<file path="config.mk">
export PLATFORM = sky130hd
export DESIGN_NAME = stepper_phase_head_tracker
export DESIGN_NICKNAME = d
export VERILOG_FILES = /design/src/rtl/spht_pkg.sv /design/src/rtl/stepper_phase_head_tracker.sv
export VERILOG_INCLUDE_DIRS = /design/src /design/src/rtl
export SDC_FILE = /design/constraint.sdc
export NUM_CORES = 1
export LEC_CHECK = 0
export ABC_AREA = 1
export BUFFER_PORTS_ARGS = -buffer_cell sky130_fd_sc_hd__buf_4
export CAP_MARGIN = 10
export CORE_AREA = 2 2 91 67
export CTS_CLUSTER_DIAMETER = 50
export DETAILED_ROUTE_END_ITERATION = 10
export DIE_AREA = 0 0 93 69
export GPL_TIMING_DRIVEN = 0
export PLACE_DENSITY = 0.84
export SLEW_MARGIN = 5
export SYNTH_ARGS = -nofsm -noshare
export SYNTH_HDL_FRONTEND = slang
export SYNTH_SLANG_ARGS = --single-unit
</file>
<file path="constraint.sdc">
create_clock -name clk -period 2.49 [get_ports clk]
set_input_delay 0.1245 -clock clk [delete_from_list [all_inputs] [get_ports clk]]
set_output_delay 0.1245 -clock clk [all_outputs]
set_load 0.05 [all_outputs]
</file>
<file path="src/rtl/stepper_phase_head_tracker_macros.svh">
// Assertion macros for the stepper phase head tracker.
// Included by modules that carry concurrent checks; no other dependencies.
`ifndef STEPPER_PHASE_HEAD_TRACKER_MACROS_SVH
`define STEPPER_PHASE_HEAD_TRACKER_MACROS_SVH

`ifndef ASSERT_OFF

// checked on every rising edge of clk outside reset
`define SPHT_ASSERT(lbl, prop, msg) \
    lbl: assert property (@(posedge clk) disable iff (!rst_n) prop) else $error(msg);

// checked on every rising edge of clk, reset included
`define SPHT_ASSERT_ALWAYS(lbl, prop, msg) \
    lbl: assert property (@(posedge clk) prop) else $error(msg);

`else

`define SPHT_ASSERT(lbl, prop, msg)
`define SPHT_ASSERT_ALWAYS(lbl, prop, msg)

`endif

`endif

</file>
<file path="src/rtl/spht_pkg.sv">
// Shared types and constants for the stepper phase head tracker.
// No dependencies.
`default_nettype none

package spht_pkg;

    localparam int unsigned PHASE_W    = 4;
    localparam int unsigned POSITION_W = 8;
    localparam int unsigned TRACK_W    = 7;
    localparam int unsigned PATTERN_W  = 5;
    localparam int unsigned PADDR_W    = 3;
    localparam int unsigned PDATA_W    = 32;

    localparam logic [POSITION_W-1:0] MAX_POSITION_RESET = 8'd69;
    // wider than any phase pattern, so the first agreed pair always reports
    localparam logic [PATTERN_W-1:0]  NO_PATTERN         = 5'h1F;

    // register word index (paddr[2])
    localparam logic REG_MAX_POSITION = 1'b0;

    typedef struct packed {
        logic [PHASE_W-1:0] phase_sample;
        logic               drive_enabled;
    } sample_t;

    typedef struct packed {
        logic [TRACK_W-1:0]    track;
        logic [POSITION_W-1:0] head_position;
    } result_t;

    // One step of the head for an agreed phase pattern.
    function automatic logic [POSITION_W-1:0] move_head(
        input logic [POSITION_W-1:0] position,
        input logic [POSITION_W-1:0] max_position,
        input logic [PHASE_W-1:0]    pattern
    );
        logic [1:0] coil;
        logic [1:0] coil_next;
        logic [1:0] coil_prev;
        logic [POSITION_W-1:0] pos_new;
        coil      = position[1:0];
        coil_next = coil + 2'd1;
        coil_prev = coil - 2'd1;
        pos_new   = position;
        if (pattern != '0 && !pattern[coil]) begin
            if (pattern[coil_next]) begin
                if (position < max_position)
                    pos_new = position + 8'd1;
            end
            else if (pattern[coil_prev]) begin
                if (position != '0)
                    pos_new = position - 8'd1;
            end
        end
        return pos_new;
    endfunction

endpackage

`default_nettype wire

</file>
<file path="src/rtl/stepper_phase_head_tracker.sv">
// Stepper phase head tracker: follows the half-track head position from
// sampled phase lines. Depends on spht_pkg and the assertion macro header.
//
// One request (a sample of the four phase lines and the enable line) is taken
// every clock unless sample_stall is high, which happens while a held result
// is stalled. A request passes an input register, then decode and a saturating
// position update into the result register. Samples pair up: the first of a
// pair counts only while the drive is enabled, the pair is used only when both
// agree, and a result (track and half-track position) is issued only when the
// agreed pattern changes.
// max_position sits at byte address 0 of the APB port.
`default_nettype none

`include "stepper_phase_head_tracker_macros.svh"

module stepper_phase_head_tracker (
    input  wire logic                          clk,
    input  wire logic                          rst_n,

    input  wire logic                          sample_valid,
    output      logic                          sample_stall,
    input  wire spht_pkg::sample_t             sample,

    output      logic                          result_valid,
    input  wire logic                          result_stall,
    output      spht_pkg::result_t             result,

    input  wire logic                          psel,
    input  wire logic                          penable,
    input  wire logic                          pwrite,
    input  wire logic [spht_pkg::PADDR_W-1:0]  paddr,
    input  wire logic [spht_pkg::PDATA_W-1:0]  pwdata,
    output      logic [spht_pkg::PDATA_W-1:0]  prdata,
    output      logic                          pready
);
    import spht_pkg::*;

    // configuration
    logic [POSITION_W-1:0] max_position_reg;

    // input register
    logic    in_vld_reg;
    sample_t in_reg;

    // tracker state
    logic                  second_slot_reg, second_slot_next;
    logic [PHASE_W-1:0]    first_sample_reg, first_sample_next;
    logic [PATTERN_W-1:0]  last_pattern_reg, last_pattern_next;
    logic [POSITION_W-1:0] position_reg, position_next;

    // result register
    logic    result_vld_reg, result_vld_next;
    result_t result_reg, result_next;

    logic fire;
    logic emit;
    logic cfg_wr;

    assign pready = 1'b1;
    assign cfg_wr = psel && penable && pwrite && pready;
    assign prdata = (paddr[2] == REG_MAX_POSITION)
                  ? {{(PDATA_W-POSITION_W){1'b0}}, max_position_reg}
                  : '0;

    // the held request moves on whenever the result register has room
    assign fire         = in_vld_reg && (!result_vld_reg || !result_stall);
    assign sample_stall = in_vld_reg && !fire;

    always_comb
    begin
        second_slot_next  = second_slot_reg;
        first_sample_next = first_sample_reg;
        last_pattern_next = last_pattern_reg;
        position_next     = position_reg;
        result_next       = result_reg;
        emit              = 1'b0;
        if (fire) begin
            if (!second_slot_reg) begin
                if (in_reg.drive_enabled) begin
                    first_sample_next = in_reg.phase_sample;
                    second_slot_next  = 1'b1;
                end
            end
            else begin
                second_slot_next = 1'b0;
                if (in_reg.phase_sample == first_sample_reg &&
                    {1'b0, in_reg.phase_sample} != last_pattern_reg) begin
                    emit              = 1'b1;
                    last_pattern_next = {1'b0, in_reg.phase_sample};
                    position_next     = move_head(position_reg, max_position_reg,
                                                  in_reg.phase_sample);
                    result_next.head_position = position_next;
                    result_next.track         = position_next[POSITION_W-1:1];
                end
            end
        end

        if (emit)
            result_vld_next = 1'b1;
        else if (!result_stall)
            result_vld_next = 1'b0;
        else
            result_vld_next = result_vld_reg;
    end

    always_ff @(posedge clk or negedge rst_n)
    begin
        if (!rst_n) begin
            max_position_reg <= MAX_POSITION_RESET;
            in_vld_reg       <= 1'b0;
            second_slot_reg  <= 1'b0;
            first_sample_reg <= '0;
            last_pattern_reg <= NO_PATTERN;
            position_reg     <= '0;
            result_vld_reg   <= 1'b0;
        end
        else begin
            if (cfg_wr && paddr[2] == REG_MAX_POSITION)
                max_position_reg <= pwdata[POSITION_W-1:0];
            if (!sample_stall)
                in_vld_reg <= sample_valid;
            second_slot_reg  <= second_slot_next;
            first_sample_reg <= first_sample_next;
            last_pattern_reg <= last_pattern_next;
            position_reg     <= position_next;
            result_vld_reg   <= result_vld_next;
        end
    end

    // payload registers, no reset
    always_ff @(posedge clk)
    begin
        if (!sample_stall)
            in_reg <= sample;
        result_reg <= result_next;
    end

    assign result_valid = result_vld_reg;
    assign result       = result_reg;

    `SPHT_ASSERT(a_pos_one_step, (position_reg != $past(position_reg)) |-> (position_reg == POSITION_W'($past(position_reg) + 8'd1) || position_reg == POSITION_W'($past(position_reg) - 8'd1)), "head moved more than one half-track")
    `SPHT_ASSERT(a_pos_move_reports, (position_reg != $past(position_reg)) |-> result_valid, "head moved without a result")
    `SPHT_ASSERT(a_result_tracks_pos, result_valid |-> (result.head_position == position_reg && result.track == position_reg[POSITION_W-1:1]), "result out of step with head position")
    `SPHT_ASSERT(a_held_request_kept, (in_vld_reg && !fire) |=> in_vld_reg, "stalled request dropped")

endmodule

`default_nettype wire

</file>
# After elaboration in Yosys (flattened, before gate mapping)
# Index checks and enable logic that the tools add are counted.
[totals]
regBits = 48
latchBits = 0
wordCells = 59
inputBits = 47
out_inout_bits = 50
ram_bits = 0
rom_bits = 0
memories = 0
[op_classes]
n_eq_ne = 3
n_mul = 0
magnitude_cmp = 4
n_bitwise = 2
mux = 19
div_mod_pow = 0
n_shift = 0
addsub = 4
reduce_logical = 16
[ops]
columns = ["op", "n"]
rows = [
  ["$mux 8", 6],
  ["$mux 1", 10],
  ["$lt 2x3->1 const B", 3],
  ["$add 8x1->8 const B", 1],
  ["$lt 8x8->1", 1],
  ["$reduce_bool 8->1", 1],
  ["$sub 8x1->8 const B", 1],
  ["$logic_and 1x1->1", 7],
  ["$bmux 1 s2", 3],
  ["$reduce_and 3->1", 2],
  ["$ne 4x5->1", 1],
  ["$eq 4x4->1", 1],
  ["$logic_not 1->1", 4],
  ["$reduce_bool 4->1", 1],
  ["$add 2x1->2 const B", 1],
  ["$ne 2x1->1 const B", 1],
  ["$not 1->1", 2],
  ["$sub 2x1->2 const B", 1],
  ["$logic_or 1x1->1", 1],
]

# Depth between registers and ports, before layout
[logic_depth]
ltp_word = 6
ltp_mapped = 15
depth_no_buf = 14

# Least setup slack after synthesis
# OpenSTA, ideal clock, no wires.
[synth_path]
kind = "reg-to-reg"
startpoint = "register result_vld_reg, in the netlist result_valid"
endpoint = "register in_reg[0] (netlist name) (enable)"
arrival_time_ns = 1.726
stages_incl_launch_ff = 4
period_less_slack_ns = 2.039
path_buffers = 0
required_ns = 2.176
setup_time_ns = 0.314
setup_slack_ns = 0.451
path_cell_list = "dfrtp_1 > nand2_1 > nor2_1 > inv_1"
[synth_via]
elab_chain_cells = 5
[synth_rtl]
columns = ["item", "line_no", "rtl"]
rows = [
  ["start: declaration", "stepper_phase_head_tracker.sv:52", "logic result_vld_reg, result_vld_next;"],
  ["start signal: assignment", "stepper_phase_head_tracker.sv:126", "result_vld_reg <= result_vld_next;"],
  ["$logic_not 1->1", "stepper_phase_head_tracker.sv:66", "assign fire = in_vld_reg && (!result_vld_reg || !result_stall);"],
  ["$logic_or 1x1->1", "stepper_phase_head_tracker.sv:66", ""],
  ["$logic_and 1x1->1", "stepper_phase_head_tracker.sv:66", ""],
  ["$logic_not 1->1", "stepper_phase_head_tracker.sv:67", "assign sample_stall = in_vld_reg && !fire;"],
  ["$logic_and 1x1->1", "stepper_phase_head_tracker.sv:67", ""],
  ["named net sample_stall", "stepper_phase_head_tracker.sv:21", "output logic sample_stall,"],
  ["end signal: assignment", "stepper_phase_head_tracker.sv:134", "in_reg <= sample;"],
  ["end: declaration", "stepper_phase_head_tracker.sv:43", "sample_t in_reg;"],
]
# The timed path passes the listed nets, and every way through them passes these cells.
# A chain may end at the register's enable or synchronous reset.

# Worst setup path after layout
[layout_path]
startpoint = "register position_reg[1]"
endpoint = "register result_reg (netlist bit result[9]), data pin"
[layout_via]
elab_chain_cells = 6
elab_cells_between_ends = 19
cone_classes = "add/sub (4); order compare (1); mux (11); reduce/logical (3)"
[layout_rtl]
columns = ["item", "line_no", "rtl"]
rows = [
  ["start: declaration", "stepper_phase_head_tracker.sv:49", "logic [POSITION_W-1:0] position_reg, position_next;"],
  ["start signal: assignment", "stepper_phase_head_tracker.sv:125", "position_reg <= position_next;"],
  ["parallel branches: the longest is 5 deep, another holds $sub 8x1->8", "n/a", ""],
  ["$mux 8 *", "spht_pkg.sv:45", "if (pattern != '0 && !pattern[coil]) begin"],
  ["end signal: assignment", "stepper_phase_head_tracker.sv:135", "result_reg <= result_next;"],
  ["end: declaration", "stepper_phase_head_tracker.sv:53", "result_t result_reg, result_next;"],
]
# Every way passes the cells marked *. The select of a mux whose other input is x is not followed.

==> impl_metrics.ini <==
[setup_path]
cp_max_fo = 9
crit_arrival_ps = 2240
crit_slowest_cell = dfrtp_1
rrSetupSlack_ps = 310
cp-start-kind = flip-flop
crit_start = position_reg[1]
rr_worst_depth = 9
slowest_delay_ps = 480
cp_data_required_time_ps = 2550
reg2reg_to = result[9]
crit_path_cell_trace = inv_1 -> ha_1 -> inv_1 -> nand3_1 -> nand2_2 -> inv_2 -> a21oi_4 -> nand4_1 -> and2_1
crit_buf_inv = 3
worstSetupPathType = flip-flop to flip-flop
crit-reg2reg-launch = position_reg[1]
endpoint = result[9]
end_kind = flip-flop
worst-path-stages = 9
cp_common_cell = inv_1
path_delay_family = simple AND/OR/NAND/NOR gates

[timing]
setup_viol = 0
fmax_mhz = 459
rsz0062_at_grt = false
fin_crit_ps = 2180
tns_ps = 0
finalClockSkew_ps = 8.55
finalCritPeriodShare = 0.875
drv_slew = 0
finalHoldViolCount = 0

[drt]
drtIter0Drc = 106
firstDrtPassIters = 4
drt-met1-wl_mm = 2.58
num_vias = 2298
viasPerCell = 4.57
wl_per_cell_um = 11.0
drt_wl_total_mm = 5.53
ant_nets = 0
drc_errors = 0
top_layer = met4
route.met3.wl_um = 335
wl_met2_mm = 2.55

[floorplanning]
io_pins = 97
coreArea_sq_mm = 0.00553
row_count = 23
dieHeight_um = 69
dieArea_sq_mm = 0.00642
initial_core_util = 0.484
die_w_um = 93

[finish]
fin_util = 0.608
n_fill_cell = 478
design_area_sq_mm = 0.00336
drive_above_1_share = 0.283
antenna_cells = 0
fin_cells = 503
area.growth.synth_to_final_pct = 25.6
finalNetCount = 483

[clocking]
cts_sinks = 41
clock-root-buffer = clkbuf_8
clkTransAtPathRegs_ps = 80
postCtsHoldBufs = 6
worstSkewPairLatency_ps = 300
cts_resized = 0
cts_tree = yes
cts_made_buffers = 5
clk_path_buf_depth = 2
htree_levels = 2
postCtsSetupRepairBufs = 0

[logic_synthesis]
yosysMostFrequentCell = nand2_1
synth_area_leaders = dfrtp_1, edfxtp_1, nand2_1
yosysTopAreaCell = dfrtp_1
synthesis.area_sq_mm = 0.00267
synthFlopType = dfrtp_1
syn_area_per_cell_sq_um = 7.71
synth_commonest_cells = nand2_1, inv_1, buf_4
synth_edf_count = 13
yosys_warnings = 0
synth_seq_cells = 41
netlist.area_leader.share = 0.187
synthArstFlopShare = 0.683
ys_seq_area_frac = 0.412
synth.distinct_cells = 35
synth_cells = 347

[placed_design]
placed_cells = 489
hpwlAfterDp_mm = 4.16
place_congestion = 0.850
placed_area_sq_mm = 0.00318
numPortBuffers = 44

[grt]
grt_pass1_vias = 2076
grt-ovfl-total = 0
grt_max_degree = 29
grt_pass1_wl_mm = 9.33
grtUsageTotal = 0.181
antenna_found_initial = 0

[power]
leakagePower_nw = 1.80
power.density_mw_per_mm2 = 1040
power_mw = 3.48
peakVddDrop_mv = 0.532

[status]
run_status = finished, final reports clean

[job]
cap_violations = 0

[hold_path]
hold_path_class = input pin to flip-flop
==> per-stage QoR <==
step           setup slack [ps]  hold slack [ps]
6_report                    312             6.09
5_1_grt                     202             11.5
4_1_cts                     329             8.69
3_5_place_dp                339             72.2
3_3_place_gp                377             58.5
2_1_floorplan               451             -171
==> placed cells by master, fill, tap and decap left out, types with 12 or more instances in the layout <==
cell,netlist,routed
nand2_1,88,88
buf_4,33,77
inv_1,39,39
nor2_1,31,31
nand3_1,27,27
conb_1,2,25
dfrtp_1,20,20
a21oi_1,13,13
edfxtp_1,13,13
nand2_2,12,12
==> worst min-delay path by stage <==
stage	start	end	depth (start not counted)
global placement	rst_n	position_reg[4]	1
floorplan	rst_n	first_sample_reg[0]	0
global route	sample_valid	in_vld_reg	2
CTS	sample_valid	in_vld_reg	2
finish	sample_valid	in_vld_reg	2
detailed placement	rst_n	position_reg[6]	1
==> per-layer routing <==
metal / track usage / vias to the layer above
met1: 0.245 / 1024
met5: 0 / -
li1: - / 1203
met4: 0.0490 / 0
met2: 0.294 / 64
met3: 0.0393 / 7
==> logic make-up (layout without fill, tap and decap cells) <==
family / count (synthesis) / count (layout) / share of synthesized area
flip-flops: 41 / 41 / 0.412
AO/OA/AOI/OAI: 35 / 35 / 0.0791
adder cells (fa/ha/maj): 9 / 9 / 0.0421
XOR/XNOR: 2 / 2 / 0.00655
other: 2 / 25 / 0.00281
buffers and inverters: 83 / 141 / 0.172
AND/OR/NAND/NOR: 175 / 175 / 0.285
==> power by group <==
| part | internal (mW) | total [mW] | switching (mW) |
|---|---|---|---|
| combinational | 0.674 | 1.90 | 1.23 |
| sequential | 0.914 | 1.05 | 0.133 |
| clock | 0.286 | 0.530 | 0.245 |
==> layout make-up <==
class / instances / area (sq um) / area share
inverters: 43 / 166 / 0.0495
flip-flops and latches: 41 / 1100 / 0.328
plain buffers: 40 / 294 / 0.0875
multi-input cells: 246 / 1200 / 0.357
clock inverters: 1 / 7.51 / 0.00223
repair buffers: 50 / 390 / 0.116
clock buffers: 7 / 108 / 0.0320
well taps: 75 / 93.8 / 0.0279
Power figures use the tool's default switching activity.
